$ cat src/hw/rtl/block_mean_downscaler_top_macros.svh
// Assertion macros shared by the block-mean downscaler RTL.
`ifndef BLOCK_MEAN_DOWNSCALER_TOP_MACROS_SVH
`define BLOCK_MEAN_DOWNSCALER_TOP_MACROS_SVH
`ifndef SYNTHESIS
`define BMD_ASSERT_ALWAYS(label, cond) \
  label: assert property (@(posedge clk) disable iff (rst) (cond)) \
    else $error("bmd: invariant violated");
`define BMD_ASSERT_NEXT(label, ante, cons) \
  label: assert property (@(posedge clk) disable iff (rst) (ante) |=> (cons)) \
    else $error("bmd: sequence violated");
`else
`define BMD_ASSERT_ALWAYS(label, cond)
`define BMD_ASSERT_NEXT(label, ante, cons)
`endif
`endif

$ cat src/hw/rtl/bmd_pkg.sv
package bmd_pkg;

  localparam int MAX_WIDTH = 4096;
  localparam int MAX_BLOCK = 16;
  localparam int PIX_W     = 16;

  localparam int COL_W   = $clog2(MAX_WIDTH);
  localparam int OC_W    = COL_W + 1;
  localparam int TIL_W   = $clog2(MAX_BLOCK);
  localparam int SIDE_W  = 5;
  localparam int WIDTH_W = 13;
  localparam int HSUM_W  = PIX_W + TIL_W;
  localparam int SUM_W   = PIX_W + 2 * TIL_W;
  localparam int SQ_W    = 2 * TIL_W + 1;
  localparam int DEN_W   = SQ_W + 1;
  localparam int NUM_W   = SUM_W + 2;
  localparam int REM_W   = DEN_W - 1;
  localparam int STEP_W  = $clog2(NUM_W);
  localparam int PROD_W  = OC_W + SIDE_W;

  localparam int APB_AW = 3;
  localparam int APB_DW = 32;

  localparam logic REG_BLOCK_SIDE  = 1'b0;
  localparam logic REG_IMAGE_WIDTH = 1'b1;

  localparam logic [SIDE_W-1:0]  SIDE_RESET  = SIDE_W'(2);
  localparam logic [WIDTH_W-1:0] WIDTH_RESET = WIDTH_W'(MAX_WIDTH);

  typedef struct packed {
    logic [SIDE_W-1:0]  side;
    logic [TIL_W-1:0]   side_m1;
    logic [WIDTH_W-1:0] width;
    logic [SQ_W-1:0]    sq;
  } cfg_t;

  typedef struct packed {
    logic             start;
    logic [NUM_W-1:0] numer;
    logic [DEN_W-1:0] denom;
  } div_req_t;

endpackage

$ cat src/hw/rtl/bmd_div.sv
module bmd_div import bmd_pkg::*; (
  input  logic             clk,
  input  logic             rst,
  input  div_req_t         req,
  input  logic             take,
  output logic             res_valid,
  output logic [PIX_W-1:0] quot
);

  typedef enum logic [1:0] {
    D_IDLE,
    D_RUN,
    D_DONE
  } dstate_t;

  dstate_t           state;
  logic [NUM_W-1:0]  num;
  logic [DEN_W-1:0]  den;
  logic [REM_W-1:0]  rem;
  logic [STEP_W-1:0] cnt;
  logic [DEN_W-1:0]  sh;
  logic [DEN_W-1:0]  diff;
  logic              ge;

  assign sh        = {rem, num[NUM_W-1]};
  assign ge        = sh >= den;
  assign diff      = sh - den;
  assign res_valid = (state == D_DONE);

  always_ff @(posedge clk) begin
    if (rst) begin
      state <= D_IDLE;
    end else begin
      case (state)
        D_IDLE: begin
          if (req.start) begin
            num   <= req.numer;
            den   <= req.denom;
            rem   <= '0;
            cnt   <= STEP_W'(NUM_W - 1);
            state <= D_RUN;
          end
        end
        D_RUN: begin
          num  <= {num[NUM_W-2:0], 1'b0};
          rem  <= ge ? diff[REM_W-1:0] : sh[REM_W-1:0];
          quot <= {quot[PIX_W-2:0], ge};
          if (cnt == '0) begin
            state <= D_DONE;
          end else begin
            cnt <= cnt - STEP_W'(1);
          end
        end
        D_DONE: begin
          if (take) begin
            state <= D_IDLE;
          end
        end
        default: state <= D_IDLE;
      endcase
    end
  end

endmodule

$ cat config.mk
export PLATFORM = sky130hd
export DESIGN_NAME = bmd_div
export DESIGN_NICKNAME = d
export VERILOG_FILES = /design/src/hw/rtl/block_mean_downscaler_top_macros.svh /design/src/hw/rtl/bmd_pkg.sv /design/src/hw/rtl/bmd_div.sv
export SDC_FILE = /design/constraint.sdc
export NUM_CORES = 1
export LEC_CHECK = 0
export BUFFER_PORTS_ARGS = -buffer_cell sky130_fd_sc_hd__buf_2
export CAP_MARGIN = 20
export CORE_MARGIN = 2
export CORE_UTILIZATION = 30
export CTS_BUF_LIST = sky130_fd_sc_hd__clkbuf_8
export DETAILED_ROUTE_END_ITERATION = 7
export SLEW_MARGIN = 20
export SYNTH_ARGS = -nofsm -noshare
export SYNTH_HDL_FRONTEND = slang
export SYNTH_SLANG_ARGS = --single-unit
$ cat constraint.sdc
create_clock -name clk -period 3.7 [get_ports clk]
set_input_delay 0.185 -clock clk [delete_from_list [all_inputs] [get_ports clk]]
set_output_delay 0.185 -clock clk [all_outputs]
set_load 0.01 [all_outputs]
# ---- After elaboration in Yosys (flattened, before gate mapping)
# Cells that the tools add are included.
dict set report classes {
  eq_ne 6
  bitwise_logic 1
  mux 12
  n_reduce_logical 8
  order_cmp 1
  addsub 2
}
# op n
set ops {}
lappend ops {{one-hot mux 26 bit (2 select lines)} 1}
lappend ops {{2-to-1 mux 26 bit} 1}
lappend ops {{2-to-1 mux 9 bit} 2}
lappend ops {{one-hot mux 9 bit (2 select lines)} 1}
lappend ops {{greater-or-equal comparator 10 bit} 1}
lappend ops {{2-to-1 mux 5 bit} 2}
lappend ops {{one-hot mux 5 bit (2 select lines)} 1}
lappend ops {{AND reduction 3 bit} 3}
lappend ops {{subtractor 9 bit} 1}
lappend ops {{!= test 2 bit, second input constant} 4}
lappend ops {{2-to-1 mux 2 bit} 3}
lappend ops {{one-hot mux 2 bit (3 select lines)} 1}
lappend ops {{zero test 5 bit} 1}
lappend ops {{subtractor 5 x 1 -> 5 bit, second input constant} 1}
lappend ops {{AND reduction 4 bit} 1}
lappend ops {{equality test 2 x 1 -> 1 bit, second input constant} 1}
lappend ops {{equality test 2 bit, second input constant} 1}
lappend ops {{zero test 2 bit} 1}
lappend ops {{AND reduction 2 bit} 1}
lappend ops {{nonzero test 2 bit} 1}
lappend ops {{inverter 1 bit} 1}
dict set report word_totals {
  ff_bits 68
  inputBits 40
  out_inout_bits 17
  wordCells 36
}

# ---- Depth between registers and ports, before layout
dict set report logic_depth {
  word_depth 3
  depth_mapped 11
}

# ---- Worst setup path before layout
# No wires, ideal clock.
dict set report synth_path {
  kind {flip-flop to flip-flop}
  from {register state[0]}
  to {register cnt[0] (enable)}
  stages_incl_launch_ff 4
  t_arrival_ps 3339
  path_slack_ps 45
  n_path_buf 0
  synth_period_minus_slack_ps 3655
  cell_sequence {dfxtp_1 -> nor2_1 -> nor3_1 -> o21a_1}
}
dict set report synth_between {
  elab_chain_cells 3
  word_cells_on_any_way 6
  classes_between {eq/ne: 3; reduce/logical: 3}
}
# item line
set synth_lines {}
lappend synth_lines {{start: declaration} bmd_div.sv:16} ;# dstate_t state;
lappend synth_lines {{start signal: assignment} bmd_div.sv:32} ;# state <= D_IDLE;
lappend synth_lines {{start signal: assignment} bmd_div.sv:41} ;# state <= D_RUN;
lappend synth_lines {{start signal: assignment} bmd_div.sv:49} ;# state <= D_DONE;
lappend synth_lines {{equality test 2 x 1 -> 1 bit / zero test 2 bit (equally long branches)} bmd_div.sv:34} ;# case (state)
lappend synth_lines {{!= test 2 bit (no source line) / nonzero test 2 bit (equally long branches)} -}
lappend synth_lines {{AND reduction 4 bit (no source line) *} -}
lappend synth_lines {{end signal: assignment} bmd_div.sv:40} ;# cnt <= STEP_W'(NUM_W - 1);
lappend synth_lines {{end signal: assignment} bmd_div.sv:51} ;# cnt <= cnt - STEP_W'(1);
lappend synth_lines {{end: declaration} bmd_div.sv:20} ;# logic [STEP_W-1:0] cnt;
# Mark *: on every way between the ends. The rest lies on a longest branch, timed or not.
# A chain may end at the register's enable or synchronous reset.

# ---- Worst setup path after layout
dict set report layout_path {
  from {register num[25]}
  to {register rem[7], data pin}
}
dict set report layout_between {
  elab_chain_cells 3
  word_cells_on_any_way 4
  classes_between {add/sub: 1; order compare: 1; mux: 2}
}
# item line
set layout_lines {}
lappend layout_lines {{start: declaration} bmd_div.sv:17} ;# logic [NUM_W-1:0] num;
lappend layout_lines {{start signal: assignment} bmd_div.sv:37} ;# num <= req.numer;
lappend layout_lines {{start signal: assignment} bmd_div.sv:45} ;# num <= {num[NUM_W-2:0], 1'b0};
lappend layout_lines {{subtractor 9 bit / greater-or-equal comparator 10 bit (equally long branches)} {bmd_div.sv:27, bmd_div.sv:26}}
lappend layout_lines {{2-to-1 mux 9 bit *} bmd_div.sv:46} ;# rem <= ge ? diff[REM_W-1:0] : sh[REM_W-1:0];
lappend layout_lines {{one-hot mux 9 bit (2 select lines) *} bmd_div.sv:34}
lappend layout_lines {{end signal: assignment} bmd_div.sv:46}
lappend layout_lines {{end: declaration} bmd_div.sv:19} ;# logic [REM_W-1:0] rem;
# Marked as above.

==> impl_results.md <==
- Die area: 11100 um^2
- Die width: 106 um
- Avg WL per Cell: 12.6 um
- Hold worst-path end: den[3]$_DFFE_PP_
- Synth Register Bits: 68
- Worst Path Arrival: 2.45 ns
- Num Clock Sinks: 68
- Sw Pwr: 0.443 mW
- Min cycle time layout: 2.36 ns
- Hold crit path type: in2reg
- Syn Area/Cell: 11.6 um^2
- TritonCTS clock tree: yes
- Worst EP required: 3.79 ns
- Cells after Synth: 266
- Sw Ratio: 0.266
- Setup TNS: 0 ns
- Die H: 106 um
- Top Ports: 57
- Highest metal used: met4
- Pwr/cell area: 443 nW/um^2
- Cell-internal power: 1.23 mW
- Initial antenna violation count: 0
- Ys async rst share: 0
- Post-Syn Nets: 319
- MaxCap Viol Count: 0
- CTS buffer count: 9
- Resize count post-CTS: 0
- Flop pwr share: 0.549
- Post-synthesis sequential area ratio: 0.654
- Largest net degree at the start of global routing: 38
- Mapped cell area: 3090 um^2
- Critical-path cell list: inv_1 > ha_1 > inv_1 > fa_1 > a21oi_2 > a211oi_2 > nor3_4 > inv_2 > o21ai_1 > a31oi_1
- Post-synth EDFFs: 66
- Via/cell ratio: 4.42
- Global route overflow: 0
- Setup-failing EPs final: 0
- DR iter-0 viols: 142
- Startpoint Class: register
- Total GRT Usage: 0.117
- Worst-case clock buffer depth: 2
- Most area-consuming cells after synthesis: edfxtp_1, nand2_1, ha_1, a21oi_1, inv_1
- Gate power share: 0.121
- Clock skew: 0.00920 ns
- Reg-to-reg endpoint: rem[7]$_SDFFCE_PN0P_
- Setup CP Type: reg2reg
- # diodes: 0
- Worst Reg2Reg Path Length in Cells: 10
- Post-synth cell types: 37
- Critical path buffer and inverter count: 3
- ANT nets after route: 0
- First-pass detailed-route iteration total: 4
- Routed wl met2: 2790 um
- H-tree levels: 3
- CP max stage delay: 0.42 ns
- Row cnt: 37
- RSZ-0062 raised after global routing: no
- WHS Path Cells: 1
- Met3 WL: 259 um
- R2R Setup Slk: 1.34 ns
- Final Wtd Congestion: 0.809
- R2r startpoint: num[25]$_DFFE_PP_
- Yosys warning count: 0
- Final Net Count: 387
- CP max FO: 12
- Final Hold Fails: 0
- Utilization after layout: 0.370
- P_leak: 1.55 nW
- First-pass GRT wire length: 10100 um
- Peak VDD IR: 0.181 mV
- Top cell by count, worst path: inv_1
- Max Fclk: 423 MHz
- Critical-path top delay cell: fa_1
- Synth area leader: edfxtp_1
- PortBufs: 56
- Worst skew pair latency: 0.35 ns
- Placed Area: 3550 um^2
- Final instance area: 3770 um^2
- Root Driver: clkbuf_8
- Slew @ Worst Pin: 0.479 ns
- Clk network pwr share: 0.330
- Ys flop type: edfxtp_1
- M1 WL: 2790 um
- Status: finished clean
- Synth top area share: 0.641
- Number of remaining DRC errors: 0
- Final HPWL DP: 4110 um
- DR vias: 2101
- Initial core utilization: 0.304
- Max-slew violations: 0
- Part of the cycle the worst path needs: 0.639
- Synthesis-to-finish area growth: 21.9%
- Fraction of layout cells with a size suffix above 1: 0.257
- Worst slew margin: 0.681
- DRT Wirelength: 6000 um
- Vias in the first global route: 2156
- Crit end category: register
- CP top delay family: adder cells
- Core Area: 10200 um^2
- HP Start: req[3]
- Clock Pin Slew Worst Setup and Hold Paths: 0.08 ns
how the worst max path moves through the flow:
| stage | from | end | slack, ns | depth (start not counted) |
|---|---|---|---|---|
| CTS | num[25]$_DFFE_PP_ | rem[0]$_SDFFCE_PN0P_ | 1.32 | 10 |
| global route | num[25]$_DFFE_PP_ | rem[0]$_SDFFCE_PN0P_ | 1.13 | 10 |
| detailed placement | num[25]$_DFFE_PP_ | rem[0]$_SDFFCE_PN0P_ | 1.33 | 10 |
| floorplan | state[0]$_SDFFE_PP0P_ | cnt[0]$_SDFFCE_PN1P_ | 0.05 | 3 |
| finish | num[25]$_DFFE_PP_ | rem[7]$_SDFFCE_PN0P_ | 1.34 | 10 |
| global placement | num[25]$_DFFE_PP_ | rem[0]$_SDFFCE_PN0P_ | 1.40 | 10 |
cell usage in the layout (no fill, tap or decap), types with 3 or more instances in the layout:
cell type      synthesis  layout
xnor2_1                6       6
buf_2                  2      56
dlygate4sd3_1          0       4
edfxtp_1              66      66
clkbuf_8               0       9
a21oi_1               14      14
inv_1                 15      15
buf_4                  0       5
a211oi_2               3       3
o21a_1                 3       3
ha_1                  12      12
nand2_1               88      88
nor2_1                 9       9
o21ai_0                4       4
clkinvlp_4             0       4
nand3_1                6       6
Yosys cell counts (all sizes together), types with 2 or more instances:
cell / number
and3: 2
nor2b: 3
ha: 12
nand2: 88
buf: 6
clkbuf: 2
o21ai: 7
nor3: 4
xnor2: 6
a21o: 2
inv: 16
dfxtp: 2
a211oi: 4
a21oi: 16
edfxtp: 66
a31oi: 2
nor2: 9
nand3: 6
o21a: 3
cell type report:
cell class	instances	area, um^2
clock inverter	7	51.3
multi-input combinational	174	983
inverter	16	60.1
tap	136	170
sequential	68	2020
clock buffer	9	124
fill	1047	6420
timing repair buffer	65	358
cells by family after synthesis:
| family | Yosys count | synth area share |
|---|---|---|
| AND/OR/NAND/NOR | 117 | 0.159 |
| flip-flops | 68 | 0.654 |
| AO/OA/AOI/OAI | 38 | 0.0830 |
| buffers and inverters | 24 | 0.0324 |
| adder cells (fa/ha/maj) | 13 | 0.0550 |
| XOR/XNOR | 6 | 0.0170 |
metal layers:
metal	up-vias	global-route usage
met5	-	0
met4	0	0.0536
met3	14	0.0359
met2	50	0.187
met1	972	0.145
li1	1065	-
power groups by stage:
stage / clock network (mW) / registers [mW] / logic, mW
finish: 0.551 / 0.915 / 0.203
global route: 0.596 / 0.921 / 0.232
CTS: 0.576 / 0.916 / 0.206
detailed placement: 0 / 0.933 / 0.201
global placement: 0 / 0.931 / 0.197
floorplan: 0 / 0.932 / 0.138
sequential cells by signal, summed over array words and instances, names as in the netlist:
register  count
cnt           5
quot         16
rem           9
den          10
num          26
state         2
worst reg2reg max path: cells and delay by family, from the launching register on:
kind                       cells  cell delay, ns
and+or+nand+nor                1            0.33
DFF                            1            0.38
AOI/OAI and AO/OA              4            0.52
buffers and inverters          3            0.31
adders and majority gates      2            0.59
through the flow:
step	worst slack, ns	hold slack (ns)	power, mW	cells
floorplan	0.0450	0.257	1.07	266
global placement	1.40	0.362	1.13	455
detailed placement	1.33	0.364	1.13	455
CTS	1.32	0.00386	1.70	475
global route	1.13	0.00396	1.75	475
finish	1.34	0.0171	1.67	475
timing repair:
| item | in CTS | in global routing |
|---|---|---|
| hold buffers | 4 | 0 |
| hold endpoints to repair | 4 | 0 |
| endpoints found under the setup margin | 0 | 0 |
| buffers inserted | 0 | 0 |
Power figures use the tool's default switching activity.
