[config.mk]
export PLATFORM = sky130hd
export DESIGN_NAME = bmd_regs
export DESIGN_NICKNAME = d
export VERILOG_FILES = /design/src/hw/rtl/block_mean_downscaler_top_macros.svh /design/src/hw/rtl/bmd_pkg.sv /design/src/hw/rtl/bmd_regs.sv
export SDC_FILE = /design/constraint.sdc
export NUM_CORES = 1
export LEC_CHECK = 0
export ABC_AREA = 1
export BUFFER_PORTS_ARGS = -buffer_cell sky130_fd_sc_hd__buf_2
export CELL_PAD_IN_SITES_DETAIL_PLACEMENT = 1
export CELL_PAD_IN_SITES_GLOBAL_PLACEMENT = 1
export CORE_ASPECT_RATIO = 1.75
export CORE_MARGIN = 1.5
export CORE_UTILIZATION = 30
export DETAILED_ROUTE_END_ITERATION = 6
export PLACE_DENSITY = 0.75
export SYNTH_ARGS = -nofsm -noshare
export SYNTH_HDL_FRONTEND = slang
export SYNTH_SLANG_ARGS = --single-unit
[constraint.sdc]
create_clock -name clk -period 2.9 [get_ports clk]
set_input_delay 0.145 -clock clk [delete_from_list [all_inputs] [get_ports clk]]
set_output_delay 0.145 -clock clk [all_outputs]
set_load 0.01 [all_outputs]
[src/hw/rtl/block_mean_downscaler_top_macros.svh]
// Assertion macros shared by the block-mean downscaler RTL.
`ifndef BLOCK_MEAN_DOWNSCALER_TOP_MACROS_SVH
`define BLOCK_MEAN_DOWNSCALER_TOP_MACROS_SVH
`ifndef SYNTHESIS
`define BMD_ASSERT_ALWAYS(label, cond) \
  label: assert property (@(posedge clk) disable iff (rst) (cond)) \
    else $error("bmd: invariant violated");
`define BMD_ASSERT_NEXT(label, ante, cons) \
  label: assert property (@(posedge clk) disable iff (rst) (ante) |=> (cons)) \
    else $error("bmd: sequence violated");
`else
`define BMD_ASSERT_ALWAYS(label, cond)
`define BMD_ASSERT_NEXT(label, ante, cons)
`endif
`endif

[src/hw/rtl/bmd_pkg.sv]
package bmd_pkg;

  localparam int MAX_WIDTH = 4096;
  localparam int MAX_BLOCK = 16;
  localparam int PIX_W     = 16;

  localparam int COL_W   = $clog2(MAX_WIDTH);
  localparam int OC_W    = COL_W + 1;
  localparam int TIL_W   = $clog2(MAX_BLOCK);
  localparam int SIDE_W  = 5;
  localparam int WIDTH_W = 13;
  localparam int HSUM_W  = PIX_W + TIL_W;
  localparam int SUM_W   = PIX_W + 2 * TIL_W;
  localparam int SQ_W    = 2 * TIL_W + 1;
  localparam int DEN_W   = SQ_W + 1;
  localparam int NUM_W   = SUM_W + 2;
  localparam int REM_W   = DEN_W - 1;
  localparam int STEP_W  = $clog2(NUM_W);
  localparam int PROD_W  = OC_W + SIDE_W;

  localparam int APB_AW = 3;
  localparam int APB_DW = 32;

  localparam logic REG_BLOCK_SIDE  = 1'b0;
  localparam logic REG_IMAGE_WIDTH = 1'b1;

  localparam logic [SIDE_W-1:0]  SIDE_RESET  = SIDE_W'(2);
  localparam logic [WIDTH_W-1:0] WIDTH_RESET = WIDTH_W'(MAX_WIDTH);

  typedef struct packed {
    logic [SIDE_W-1:0]  side;
    logic [TIL_W-1:0]   side_m1;
    logic [WIDTH_W-1:0] width;
    logic [SQ_W-1:0]    sq;
  } cfg_t;

  typedef struct packed {
    logic             start;
    logic [NUM_W-1:0] numer;
    logic [DEN_W-1:0] denom;
  } div_req_t;

endpackage

[src/hw/rtl/bmd_regs.sv]
module bmd_regs import bmd_pkg::*; (
  input  logic              clk,
  input  logic              rst,
  input  logic              psel,
  input  logic              penable,
  input  logic              pwrite,
  input  logic [APB_AW-1:0] paddr,
  input  logic [APB_DW-1:0] pwdata,
  output logic [APB_DW-1:0] prdata,
  output cfg_t              cfg
);

  logic [SIDE_W-1:0]  raw_side;
  logic [WIDTH_W-1:0] raw_width;
  logic [SIDE_W-1:0]  wr_side;
  logic [WIDTH_W-1:0] wr_width;
  logic [SIDE_W-1:0]  eff_side;
  logic [WIDTH_W-1:0] eff_width;
  logic [2*SIDE_W-1:0] eff_sq;
  logic               wr_en;

  assign wr_en    = psel && penable && pwrite;
  assign wr_side  = pwdata[SIDE_W-1:0];
  assign wr_width = pwdata[WIDTH_W-1:0];

  always_comb begin
    if (wr_side == '0) begin
      eff_side = SIDE_W'(1);
    end else if (wr_side > SIDE_W'(MAX_BLOCK)) begin
      eff_side = SIDE_W'(MAX_BLOCK);
    end else begin
      eff_side = wr_side;
    end
    if (wr_width == '0) begin
      eff_width = WIDTH_W'(1);
    end else if (wr_width > WIDTH_W'(MAX_WIDTH)) begin
      eff_width = WIDTH_W'(MAX_WIDTH);
    end else begin
      eff_width = wr_width;
    end
    eff_sq = (2*SIDE_W)'(eff_side) * (2*SIDE_W)'(eff_side);
  end

  always_ff @(posedge clk) begin
    if (rst) begin
      raw_side    <= SIDE_RESET;
      raw_width   <= WIDTH_RESET;
      cfg.side    <= SIDE_RESET;
      cfg.side_m1 <= TIL_W'(SIDE_RESET - SIDE_W'(1));
      cfg.width   <= WIDTH_RESET;
      cfg.sq      <= SQ_W'(SIDE_RESET * SIDE_RESET);
    end else if (wr_en) begin
      case (paddr[2])
        REG_BLOCK_SIDE: begin
          raw_side    <= wr_side;
          cfg.side    <= eff_side;
          cfg.side_m1 <= TIL_W'(eff_side - SIDE_W'(1));
          cfg.sq      <= eff_sq[SQ_W-1:0];
        end
        REG_IMAGE_WIDTH: begin
          raw_width <= wr_width;
          cfg.width <= eff_width;
        end
        default: begin
        end
      endcase
    end
  end

  always_comb begin
    case (paddr[2])
      REG_BLOCK_SIDE:  prdata = APB_DW'(raw_side);
      REG_IMAGE_WIDTH: prdata = APB_DW'(raw_width);
      default:         prdata = '0;
    endcase
  end

endmodule

==> Word level (Yosys, flattened, before mapping) <==
Cells that the tools add are included.
{ "totals": {"elab_cells": 22, "ram_bits": 0, "regBits": 49, "latchBits": 0, "mem_count": 0, "output_inout_bits": 63, "rom_bits": 0, "in_bits": 40} }
{ "op_classes": {"reduce_logical": 6, "n_mul": 1, "magnitude_cmp": 2, "n_shift": 0, "addsub": 1, "n_bitwise": 1, "n_mux": 5, "eq_ne": 0, "n_div": 0} }
{ "op_table": {"columns": ["cell", "n"], "rows": [
  ["$pmux W32 S2", 1],
  ["$mux W13", 2],
  ["$gt A13 B13 Y1 const B", 1],
  ["$logic_not A13 Y1", 1],
  ["$mux W5", 2],
  ["$mul A5 B5 Y9", 1],
  ["$gt A5 B5 Y1 const B", 1],
  ["$logic_not A5 Y1", 1],
  ["$reduce_and A2 Y1", 2],
  ["$sub A4 B1 Y4 const B", 1],
  ["$logic_and A1 B1 Y1", 2],
  ["$not A1 Y1", 1]
]} }

==> Longest topological paths before layout <==
Gate-level depths: netlist of run 1.
{ "depth": {"word_depth": 4, "mapped_depth": 20, "mapped_depth_nobuf": 18} }

==> Least setup slack after synthesis of run 1 <==
No wires, ideal clock.
{ "synth_path": {"path_kind": "input -> register", "start": "input port pwdata[4]", "end": "register cfg[8] (netlist bit)", "cell_stages": 17, "setup_ns": 0.109, "arrival_time_ns": 2.923, "slack_ns": -0.132, "cell_sequence": "buf_4 -> nor2_1 -> nand2_1 -> fa_1 -> fa_1 -> inv_1 -> ha_1 -> clkbuf_1 -> ha_1 -> a21oi_1 -> nand2_1 -> nand2_1 -> a21oi_1 -> o21ai_0 -> nand3_1 -> nand2_1 -> inv_1"} }
{ "synth_between": {"elab_chain_len": 4, "elab_cells_between_ends": 5, "cone_classes": "mul: 1; order compare: 1; mux: 2; reduce/logical: 1"} }
{ "synth_rtl": {"columns": ["item", "line_no", "text"], "rows": [
  ["start, declared", "bmd_regs.sv:8", "input logic [APB_DW-1:0] pwdata,"],
  ["$gt A5 B5 Y1", "bmd_regs.sv:29", "end else if (wr_side > SIDE_W'(MAX_BLOCK)) begin"],
  ["$mux W5", "bmd_regs.sv:29", null],
  ["$mux W5 *", "bmd_regs.sv:27", "if (wr_side == '0) begin"],
  ["named net eff_side[1]", "bmd_regs.sv:17", "logic [SIDE_W-1:0] eff_side;"],
  ["$mul A5 B5 Y9 *", "bmd_regs.sv:41", "eff_sq = (2*SIDE_W)'(eff_side) * (2*SIDE_W)'(eff_side);"],
  ["end, declared", "bmd_regs.sv:10", "output cfg_t cfg"]
]} }
Mark *: on every way through the listed nets, which the timed path passes. The rest lies on a longest branch.
A chain may end at the register's enable or synchronous reset.

==> Worst setup path after layout of run 1 <==
{ "layout_path": {"start": "input port pwdata[1]", "end": "register cfg[6] (netlist bit)"} }
{ "layout_between": {"elab_chain_len": 4, "elab_cells_between_ends": 5, "cone_classes": "mul: 1; order compare: 1; mux: 2; reduce/logical: 1"} }
{ "layout_rtl": {"columns": ["item", "line_no"], "rows": [
  ["$gt A5 B5 Y1", "bmd_regs.sv:29"],
  ["$mux W5", "bmd_regs.sv:29"],
  ["$mux W5 *", "bmd_regs.sv:27"],
  ["$mul A5 B5 Y9 *", "bmd_regs.sv:41"]
]} }
Mark *: on every way between the ends. The rest lies on a longest branch, timed or not.

==> impl_summary.txt, run 1 <==
----------------------------------------------------
[Yosys]
  Sequential element share of the synthesized area ... 38.6%
  Synth async-reset ratio ... 0%
  Post-Syn Area per Cell ... 7.26 sq um
  Number of instances in the synthesized netlist ... 336
  Largest cells by area after synthesis ... sky130_fd_sc_hd__dfxtp_1, sky130_fd_sc_hd__nand2_1, sky130_fd_sc_hd__a21oi_1
  EDFF count, synth ... 0
  Post-synth top flop ... sky130_fd_sc_hd__dfxtp_1
  Count of distinct cell types in the synthesized netlist ... 30
  Post-synth top area share ... 38.6%
  Count of state elements after synthesis ... 47
  Library cell with the largest summed area after synthesis ... sky130_fd_sc_hd__dfxtp_1
  Post-Synthesis Cell Area ... 2440 sq um
  Warnings from Yosys ... 0

[STA]
  Layout Skew ... 0 ns
  Hold violation total from the final report ... 0
  Slew HR ... 61.4%
  Unrepaired setup endpoints after global routing ... no
  Max Transition Viols Final ... 0
  Max frequency ... 367 MHz
  Pin slew with the least headroom to its limit ... 0.577 ns
  Setup violators final ... 0
  Final cycle utilization of the critical path ... 94.0%
  Min Tclk post-route ... 2.73 ns

[Worst setup path]
  Critical path's most frequent cell ... sky130_fd_sc_hd__inv_1
  CP startpoint kind ... input port
  CP Capture Type ... register
  Critical Path, Cell by Cell ... buf_2 -> nor2_2 -> nand2_2 -> inv_1 -> o21ai_2 -> fa_1 -> fa_1 -> inv_1 -> ha_1 -> ha_4 -> a21oi_1 -> nand2_1 -> buf_4 -> xor2_1 -> o21ai_0 -> inv_1
  Maximum fanout along the worst path ... 3
  Buffers plus inverters on the worst setup path ... 5
  Critical path class ... input port to register
  Peak per-stage delay on the critical path ... 0.53 ns
  Worst reg2reg path endpoint ... cfg[6]
  Arr. time, crit path ... 2.91 ns
  Worst-path cell with the longest stage delay ... sky130_fd_sc_hd__fa_1
  Critical register-to-register path startpoint ... cfg[6]
  Endpoint required time on the critical path ... 3.08 ns
  Kind of cell with the highest combined delay on the critical path ... adder cells
  Register-to-register path setup slack ... 2.18 ns
  Reg2reg path depth ... 4

[Clock tree]
  Clock network latency to the later pin of the worst-skew pair ... 0.29 ns
  CTS clock-pin slew for the worst setup and hold paths ... 0.06 ns
  TritonCTS buffer count ... 5
  Hold buffer count at CTS ... 0
  Maximum buffer depth of the clock tree ... 2
  Total number of clock tree sinks ... 47
  Buffer type at the clock tree root ... sky130_fd_sc_hd__clkbuf_16
  Post-cts gate resize count ... 0
  CTS H-tree depth ... 2
  Clock tree from TritonCTS ... done
  Total setup buffers inserted after CTS ... 0

[Detailed routing]
  Number of vias after detailed routing ... 2315
  Avg WL per Cell ... 13.6 microns
  Number of nets still failing antenna checks after routing ... 0
  Number of design rule violations left after detail routing ... 0
  Detailed Route Iter0 Violations ... 58
  Number of vias per cell ... 4.66
  Number of search-and-repair iterations in the first detailed-routing pass ... 4
  Routed wire length ... 6740 microns

[Global routing]
  Number of antenna violations at the first check in global routing ... 0
  Wire length of the first global-routing pass ... 10800 microns
  Pin count of the biggest net entering global routing ... 31
  Grt ovf ... 0
  Number of global-route vias before repair ... 2340
  GR Util All Layers ... 16.1%

[Finish]
  Most common cell after layout, fill and taps aside ... sky130_fd_sc_hd__nand2_1
  Commonest non-fill, non-tap cells in the layout ... sky130_fd_sc_hd__nand2_1, sky130_fd_sc_hd__buf_2, sky130_fd_sc_hd__dfxtp_1
  Ant diodes ... 0
  Area growth from synthesis to layout ... 23.9%
  Post-layout utilization of the core ... 38.2%
  Fraction of layout instances using a drive strength above 1 ... 23.8%
  Final Net Count ... 461

[Hold path]
  Worst hold path depth ... 3
  Hold Path End ... raw_width[7]
  Launch instance of the worst min-delay path ... pwdata[7]
  Class of the worst hold path ... input port to register

[Pwr]
  Power density relative to cell area ... 510 nW/um^2
  Overall power consumption ... 1540 uW
  Static leakage power ... 0.00163 uW
  Worst-case vdd ir drop ... 205 uV

[Floorplanning]
  Core outline area ... 7910 sq um
  I/O pin total ... 103
  Die boundary height ... 122 microns
  Die area ... 8700 sq um
  Site Rows ... 43
  Chip Width ... 71.2 microns
  Starting Density ... 30.8%

[Placement]
  Number of input and output port buffers inserted ... 61
  Final weighted congestion of routability-driven global placement ... 0.813
  Sum of net half-perimeters after detailed placement ... 5180 microns

[Flow run]
  Max-cap check violation count ... 0

[Run status]
  Outcome ... finished clean

----------------------------------------------------
-- synth_stat cells (3+ instances only) --
cell and number:
sky130_fd_sc_hd__a21oi_1 38, sky130_fd_sc_hd__buf_2 5, sky130_fd_sc_hd__buf_4 22, sky130_fd_sc_hd__clkbuf_1 7
sky130_fd_sc_hd__dfxtp_1 47, sky130_fd_sc_hd__ha_1 13, sky130_fd_sc_hd__inv_1 38, sky130_fd_sc_hd__inv_2 3
sky130_fd_sc_hd__nand2_1 86, sky130_fd_sc_hd__nand3_1 12, sky130_fd_sc_hd__nor2_1 22, sky130_fd_sc_hd__o21ai_0 18
sky130_fd_sc_hd__xnor2_1 3
-- final cells by class --
cell class	instances	area (sq um)
fill	1033	4890
multi-input combinational	234	1210
sequential	47	941
timing repair buffer	77	425
inverter	41	154
clock buffer	6	139
tap	90	113
clock inverter	2	35.0
-- sequential cells by signal, summed over array words and instances (netlist names) --
name and flops:
cfg 29, raw_side 5, raw_width 13
-- stage by stage --
| step | cell area [sq um] | std cells | worst slack, ns | hold WS (ns) | TNS, ns |
|---|---|---|---|---|---|
| after CTS | 3020 | 497 | 0.160 | 0.113 | 0 |
| after global routing | 3020 | 497 | 0.0360 | 0.106 | 0 |
| after global placement | 2850 | 489 | -0.00347 | 0.412 | -0.00347 |
| after floorplan | 2540 | 357 | 0.0404 | 0.273 | 0 |
| after detailed placement | 2850 | 489 | -0.112 | 0.418 | -0.207 |
| final | 3020 | 497 | 0.174 | 0.110 | 0 |
-- layer usage --
layer / share of wire, % / global-route usage, % / vias up
met5: 0 / 0 / -
met1: 36 / 15.5 / 1106
li1: - / - / 1147
met2: 58 / 32.7 / 54
met3: 3.6 / 2.38 / 8
met4: 1.8 / 6.01 / 0
-- how the worst max path moves through the flow --
stage,start,slack [ns],to,cells past startpoint
after floorplan,pwdata[2],0.04,cfg[8],20
after global placement,pwdata[1],-0.003,cfg[8],19
after detailed placement,pwdata[1],-0.11,cfg[6],16
after CTS,pwdata[1],0.16,cfg[6],16
after global routing,pwdata[1],0.04,cfg[8],19
final,pwdata[1],0.17,cfg[6],16
-- logic make-up after synthesis --
logic type | share of synthesized area [%]
DFF | 38.6
AOI/OAI and AO/OA | 13.7
buffers and inverters | 15.6
adders and majority gates | 8.31
xor gates and xnor gates | 1.80
and+or+nand+nor | 21.7
other | 0.308
-- power by group --
group          total, uW  internal (uW)  switching (uW)  leakage (uW)
clock network        670            429             241     0.0000868
registers            672            663            8.90      0.000381
logic                199           72.1             126       0.00116
total               1540           1160             376       0.00163
-- tightest hold or removal path: stages --
cell,delay (ns)
sky130_fd_sc_hd__buf_2,0.11
sky130_fd_sc_hd__inv_1,0.05
sky130_fd_sc_hd__a21oi_1,0.05
No activity file was read; power rests on OpenSTA's default activity.
==> run 2, diff against run 1 <==
--- a/config.mk
+++ b/config.mk
@@ -13,7 +13,8 @@
 export CORE_MARGIN = 1.5
 export CORE_UTILIZATION = 30
 export DETAILED_ROUTE_END_ITERATION = 6
-export PLACE_DENSITY = 0.75
+export GPL_TIMING_DRIVEN = 0
+export PLACE_DENSITY_LB_ADDON = 0.1
 export SYNTH_ARGS = -nofsm -noshare
 export SYNTH_HDL_FRONTEND = slang
 export SYNTH_SLANG_ARGS = --single-unit
==> run 2 against run 1 <==
Compared with the run above: flip-flop and latch count unchanged; critical path depth increased by 3; sequential share of layout area decreased by 1.6 points; cell count increased by 4.2%; power increased by 2.0%; fmax increased by 2.3%; register-to-register slack improved by 0.02 ns; via count increased by 0.60%; wire length increased by 4.8%; largest cell class unchanged; highest routed layer unchanged.
==> impl_summary.txt, run 2 (synthesis results as in run 1) <==
----------------------------------------------------
[Finish]
  Most common cell after layout, fill and taps aside ... sky130_fd_sc_hd__nand2_1
  Register cell area after layout ... 941 sq um (unchanged)
  Final Net Count ... 482 (+4.6%)
  Final non-filler cell area ... 3190 sq um (+5.4%)
  Max FFs per register ... 29 (unchanged)
  Post-layout utilization of the core ... 40.3% (+2.1 points)
  Commonest non-fill, non-tap cells in the layout ... sky130_fd_sc_hd__nand2_1, sky130_fd_sc_hd__buf_2, sky130_fd_sc_hd__dfxtp_1
  Register containing the most flip-flops in the final layout ... cfg
  Fraction of layout instances using a drive strength above 1 ... 27.8% (+4.0 points)
  Ant diodes ... 0 (unchanged)
  Top flop regs ... cfg: 29 flops, raw_width: 13 flops, raw_side: 5 flops
  Filler cell count in the final layout ... 1029 (-0.39%)
  Multi-input gate area ... 1240 sq um (+2.3%)
  Area growth from synthesis to layout ... 30.6%
  Number of standard cells in the final layout excluding fillers ... 518 (+4.2%)

[Floorplanning]
  Starting Density ... 30.8% (unchanged)
  Die area ... 8700 sq um (unchanged)
  Core outline area ... 7910 sq um (unchanged)
  Site Rows ... 43 (unchanged)
  Die boundary height ... 122 microns (unchanged)
  I/O pin total ... 103 (unchanged)
  Chip Width ... 71.2 microns (unchanged)

[Flow run]
  Max-cap check violation count ... 0 (unchanged)

[Pwr]
  Static leakage power ... 0.00172 uW (+5.7%)
  Power share of the sequential group ... 42.8% (-0.8 points)
  Power density relative to cell area ... 493 nW/um^2 (-3.3%)
  Worst-case vdd ir drop ... 232 uV (+13%)
  Total net switching power ... 390 uW (+3.6%)
  Overall power consumption ... 1570 uW (+2.0%)
  Fraction of power consumed by combinational cells ... 14.0% (+1.1 points)
  Sw Share ... 24.8% (+0.40 points)
  Cell internal pwr ... 1180 uW (+1.4%)
  Proportion of power drawn by the clock network ... 43.2% (-0.3 points)

[Detailed routing]
  Routed wire length ... 7060 microns (+4.8%)
  Number of nets still failing antenna checks after routing ... 0 (unchanged)
  Number of search-and-repair iterations in the first detailed-routing pass ... 4 (unchanged)
  Detailed Route Iter0 Violations ... 54 (-6.9%)
  Number of vias after detailed routing ... 2329 (+0.60%)
  Number of vias per cell ... 4.50 (-3.5%)
  Number of design rule violations left after detail routing ... 0 (unchanged)
  Avg WL per Cell ... 13.6 microns (+0.50%)

[Placement]
  Sum of net half-perimeters after detailed placement ... 5630 microns (+8.6%)
  Number of input and output port buffers inserted ... 59 (-3.3%)
  Cell area after placement ... 2950 sq um (+3.4%)
  Final weighted congestion of routability-driven global placement ... 0.831 (+2.2%)
  Placed Cells ... 506 (+3.5%)

[Clock tree]
  TritonCTS buffer count ... 5 (unchanged)
  Maximum buffer depth of the clock tree ... 2 (unchanged)
  Clock tree from TritonCTS ... done
  Hold buffer count at CTS ... 0 (unchanged)
  CTS H-tree depth ... 2 (unchanged)
  Total number of clock tree sinks ... 47 (unchanged)
  Buffer type at the clock tree root ... sky130_fd_sc_hd__clkbuf_16
  CTS clock-pin slew for the worst setup and hold paths ... 0.07 ns (about the same)
  Clock network latency to the later pin of the worst-skew pair ... 0.29 ns (about the same)

[Worst setup path]
  CP Capture Type ... register
  Arr. time, crit path ... 2.86 ns (-0.05 ns)
  Endpoint required time on the critical path ... 3.09 ns (about the same)
  Critical path class ... input port to register
  CP startpoint kind ... input port
  Maximum fanout along the worst path ... 3 (unchanged)

[STA]
  Layout Skew ... 0 ns (unchanged)
  Setup Total Neg Slack ... 0 ns (unchanged)
  Setup violators final ... 0 (unchanged)
  Unrepaired setup endpoints after global routing ... no
  Min Tclk post-route ... 2.66 ns (-0.0624 ns)
  Max frequency ... 375 MHz (+2.3%)
  Slew HR ... 61.8% (+0.40 points)
  Hold violation total from the final report ... 0 (unchanged)
  Pin slew with the least headroom to its limit ... 0.574 ns (-0.00384 ns)
  Final cycle utilization of the critical path ... 91.9% (-2.2 points)
  Max Transition Viols Final ... 0 (unchanged)

[Global routing]
  Grt ovf ... 0 (unchanged)
  Wire length of the first global-routing pass ... 11300 microns (+4.0%)
  GR Util All Layers ... 16.9% (+0.82 points)
  Number of global-route vias before repair ... 2402 (+2.6%)
  Number of antenna violations at the first check in global routing ... 0 (unchanged)
  Pin count of the biggest net entering global routing ... 15 (-52%)

[Hold path]
  Class of the worst hold path ... input port to register

[Run status]
  Outcome ... finished clean

----------------------------------------------------
run 2: changes by cell type in the layout (fill, tap and decap cells not counted), sizes merged:
cell / delta
buf: +13
clkbuf: +8
run 2: cell type report:
cell class                 instances  area share [%]
timing repair buffer              64            10.6
multi-input combinational        234            39.0
clock inverter                     2            1.10
buffer                            34            7.03
inverter                          41            4.83
sequential                        47            29.5
tap                               90            3.53
clock buffer                       6            4.36
run 2: worst paths after layout:
path,depth (start not counted),slack [ns],start,to
max,19,0.24,pwdata[1],cfg[8]
min,3,0.13,pwdata[7],raw_width[7]
max reg2reg,4,2.20,cfg[5],cfg[5]
min reg2reg,2,0.46,raw_width[11],raw_width[11]
run 2: critical path, stage by stage:
cell and delay [ns]:
sky130_fd_sc_hd__clkbuf_4 0.15, sky130_fd_sc_hd__nor2_4 0.05, sky130_fd_sc_hd__nand2_2 0.10, sky130_fd_sc_hd__inv_2 0.06, sky130_fd_sc_hd__o21ai_4 0.19, sky130_fd_sc_hd__fa_1 0.47
sky130_fd_sc_hd__fa_1 0.52, sky130_fd_sc_hd__inv_1 0.04, sky130_fd_sc_hd__ha_2 0.19, sky130_fd_sc_hd__ha_4 0.28, sky130_fd_sc_hd__nand3_1 0.08, sky130_fd_sc_hd__nand2_2 0.08
sky130_fd_sc_hd__nand2_1 0.06, sky130_fd_sc_hd__a21oi_2 0.15, sky130_fd_sc_hd__nor2_1 0.05, sky130_fd_sc_hd__nand2_1 0.05, sky130_fd_sc_hd__nand3_1 0.08, sky130_fd_sc_hd__nand2_1 0.07
sky130_fd_sc_hd__inv_1 0.03
run 2: per-stage QoR:
| stage | setup WS (ns) | hold slack (ns) |
|---|---|---|
| floorplan | 0.0404 | 0.273 |
| global placement | -0.245 | 0.430 |
| detailed placement | -0.313 | 0.433 |
| CTS | 0.00472 | 0.124 |
| global route | 0.0311 | 0.136 |
| finish | 0.236 | 0.127 |
run 2: metal layers:
metal  track usage (%)  wire, microns  up-vias
met1              15.4           2470     1072
met2              34.1           4060       56
li1                  -              -     1190
met5                 0              0        -
met4              8.02            217        0
met3              3.20            304       11
run 2: power groups by stage:
stage	Sequential (uW)	Clock, uW	Combinational (uW)
2_1_floorplan	689	0	137
3_3_place_gp	685	0	209
3_5_place_dp	686	0	211
4_1_cts	671	698	213
5_1_grt	673	714	248
6_report	671	679	220
run 2: repair_timing:
item	4_1_cts	5_1_grt
pin swaps	1	6
resized for setup	0	12
endpoints found under the setup margin	1	2
hold endpoints to repair	0	0
buffers inserted	1	4
==> run 3, diff against run 2 <==
--- a/config.mk
+++ b/config.mk
@@ -7,14 +7,12 @@
 export LEC_CHECK = 0
 export ABC_AREA = 1
 export BUFFER_PORTS_ARGS = -buffer_cell sky130_fd_sc_hd__buf_2
-export CELL_PAD_IN_SITES_DETAIL_PLACEMENT = 1
-export CELL_PAD_IN_SITES_GLOBAL_PLACEMENT = 1
 export CORE_ASPECT_RATIO = 1.75
 export CORE_MARGIN = 1.5
-export CORE_UTILIZATION = 30
+export CORE_UTILIZATION = 43
 export DETAILED_ROUTE_END_ITERATION = 6
 export GPL_TIMING_DRIVEN = 0
-export PLACE_DENSITY_LB_ADDON = 0.1
+export PLACE_DENSITY = 0.76
 export SYNTH_ARGS = -nofsm -noshare
 export SYNTH_HDL_FRONTEND = slang
 export SYNTH_SLANG_ARGS = --single-unit
==> run 3 against run 2 <==
Compared with the run above: cell count down 3.1%; first-iteration DRC count up 41%; flip-flop and latch count unchanged; register-to-register slack about the same; combinational power down 4%; highest routed layer unchanged.
==> impl_summary.txt, run 3 (synthesis results as in run 1) <==
----------------------------------------------------
[Hold path]
  Class of the worst hold path ... input port to register
  Worst hold path depth ... 3 (unchanged)

[Finish]
  Most common cell after layout, fill and taps aside ... sky130_fd_sc_hd__nand2_1
  Top flop regs ... cfg: 29 flops, raw_width: 13 flops, raw_side: 5 flops
  Register containing the most flip-flops in the final layout ... cfg
  Post-layout utilization of the core ... 55.7% (+15 points)
  Number of standard cells in the final layout excluding fillers ... 502 (-3.1%)
  Filler cell count in the final layout ... 546 (-47%)
  Ant diodes ... 0 (unchanged)
  Fraction of layout instances using a drive strength above 1 ... 26.8% (-1.0 points)
  Area growth from synthesis to layout ... 26.5%
  Max FFs per register ... 29 (unchanged)
  Commonest non-fill, non-tap cells in the layout ... sky130_fd_sc_hd__nand2_1, sky130_fd_sc_hd__buf_2, sky130_fd_sc_hd__dfxtp_1
  Final Net Count ... 480 (-0.41%)

[Clock tree]
  Buffer type at the clock tree root ... sky130_fd_sc_hd__clkbuf_8
  TritonCTS buffer count ... 5 (unchanged)
  CTS H-tree depth ... 2 (unchanged)
  Maximum buffer depth of the clock tree ... 2 (unchanged)
  Total number of clock tree sinks ... 47 (unchanged)
  Clock network latency to the later pin of the worst-skew pair ... 0.30 ns (about the same)
  CTS clock-pin slew for the worst setup and hold paths ... 0.10 ns (+0.03 ns)
  Clock tree from TritonCTS ... done

[Detailed routing]
  Number of nets still failing antenna checks after routing ... 0 (unchanged)
  Detailed Route Iter0 Violations ... 76 (+41%)
  Routed wire length ... 6170 microns (-13%)
  Number of design rule violations left after detail routing ... 0 (unchanged)
  Avg WL per Cell ... 12.3 microns (-9.8%)
  Number of search-and-repair iterations in the first detailed-routing pass ... 4 (unchanged)
  Number of vias after detailed routing ... 2328 (-0.043%)
  Number of vias per cell ... 4.64 (+3.1%)

[Floorplanning]
  Chip Width ... 59.9 microns (-16%)
  Die area ... 6150 sq um (-29%)
  Die boundary height ... 103 microns (-16%)
  Core outline area ... 5540 sq um (-30%)
  I/O pin total ... 103 (unchanged)
  Starting Density ... 44.0% (+13 points)
  Site Rows ... 36 (-16%)

[Worst setup path]
  Critical Path, Cell by Cell ... buf_2 -> inv_1 -> nor2_4 -> nand2_2 -> fa_1 -> fa_1 -> inv_1 -> ha_1 -> clkbuf_1 -> ha_4 -> nand3_1 -> nand2_2 -> nand2_1 -> a21oi_2 -> nor2_1 -> nand2_1 -> nand3_1 -> nand2_1 -> inv_1
  Peak per-stage delay on the critical path ... 0.51 ns (about the same)
  CP Capture Type ... register
  Maximum fanout along the worst path ... 4 (+1)
  CP startpoint kind ... input port
  Arr. time, crit path ... 2.97 ns (+0.11 ns)
  Kind of cell with the highest combined delay on the critical path ... adder cells
  Endpoint required time on the critical path ... 3.10 ns (about the same)
  Worst-path cell with the longest stage delay ... sky130_fd_sc_hd__fa_1
  Reg2reg path depth ... 4 (unchanged)
  Buffers plus inverters on the worst setup path ... 5 (+1)
  Register-to-register path setup slack ... 2.20 ns (about the same)
  Critical path class ... input port to register
  Worst path depth ... 19 (unchanged)

[STA]
  Hold violation total from the final report ... 0 (unchanged)
  Setup Total Neg Slack ... 0 ns (unchanged)
  Hold slack final ... 0.0921 ns (-0.0347 ns)
  Layout Skew ... 0 ns (unchanged)
  Final cycle utilization of the critical path ... 95.3% (+3.4 points)
  Slew HR ... 63.1% (+1.3 points)
  Max Transition Viols Final ... 0 (unchanged)
  Min Tclk post-route ... 2.76 ns (+0.0995 ns)
  Pin slew with the least headroom to its limit ... 0.553 ns (-0.0202 ns)
  Setup violators final ... 0 (unchanged)
  Max frequency ... 362 MHz (-3.6%)

[Global routing]
  Number of antenna violations at the first check in global routing ... 0 (unchanged)
  Pin count of the biggest net entering global routing ... 17 (+2)
  Wire length of the first global-routing pass ... 9580 microns (-15%)
  GR Util All Layers ... 20.6% (+3.8 points)
  Grt ovf ... 0 (unchanged)
  Number of global-route vias before repair ... 2139 (-11%)

[Placement]
  Final weighted congestion of routability-driven global placement ... 0.958 (+15%)
  Placed Cells ... 492 (-2.8%)
  Sum of net half-perimeters after detailed placement ... 4710 microns (-16%)
  Number of input and output port buffers inserted ... 59 (unchanged)

[Pwr]
  Power density relative to cell area ... 448 nW/um^2 (-9.2%)
  Static leakage power ... 0.00168 uW (-2.5%)
  Worst-case vdd ir drop ... 260 uV (+12%)

[Flow run]
  Max-cap check violation count ... 0 (unchanged)

[Run status]
  Outcome ... finished clean

----------------------------------------------------
==> run 3: path summary, 6_finish.rpt <==
path                  start           end
hold reg to reg     cfg[21]       cfg[21]
setup / recovery  pwdata[1]        cfg[8]
setup reg to reg     cfg[6]        cfg[6]
hold / removal    pwdata[7]  raw_width[7]
==> run 3: per-layer routing <==
metal	GRT usage, %	wire length, microns
met1	22.9	2430
met2	36.1	3170
met3	2.76	308
met4	12.3	263
met5	0	0
==> run 3: timing repair <==
action,in CTS,in global routing
hold endpoints to repair,0,0
setup buffers,0,2
hold buffers,0,0
endpoints found under the setup margin,0,1
resized for setup,0,9
==> run 3: final cells by class <==
cell class                      count  area, sq um  area share (%)
Multi-Input combinational cell    234         1240            40.2
Sequential cell                    47          941            30.5
Timing Repair Buffer               61          313            10.1
Buffer                             35          228            7.38
Inverter                           41          154            4.99
Tap cell                           76         95.1            3.08
Clock buffer                        5         68.8            2.23
Clock inverter                      3         46.3            1.50
==> run 3: worst reg2reg max path: cells and delay by family, from the launching register on <==
kind / cells / cell delay [ns]
and+or+nand+nor: 2 / 0.14
AOI/OAI and AO/OA: 1 / 0.09
DFF: 1 / 0.32
buffers and inverters: 1 / 0.05
==> run 3: report_power, final <==
| group | internal [uW] | leakage (uW) | switching [uW] |
|---|---|---|---|
| registers | 662 | 0.000381 | 8.11 |
| clock network | 260 | 0.0000548 | 239 |
| logic | 84.4 | 0.00124 | 128 |
| total | 1010 | 0.00168 | 374 |
==> run 3: through the flow <==
step	worst slack (ns)	instance area [sq um]	power (uW)
finish	0.137	3080	1380
global route	-0.0405	3080	1440
detailed placement	-0.225	2930	888
global placement	-0.165	2930	884
floorplan	0.0404	2540	826
CTS	0.0706	3040	1380
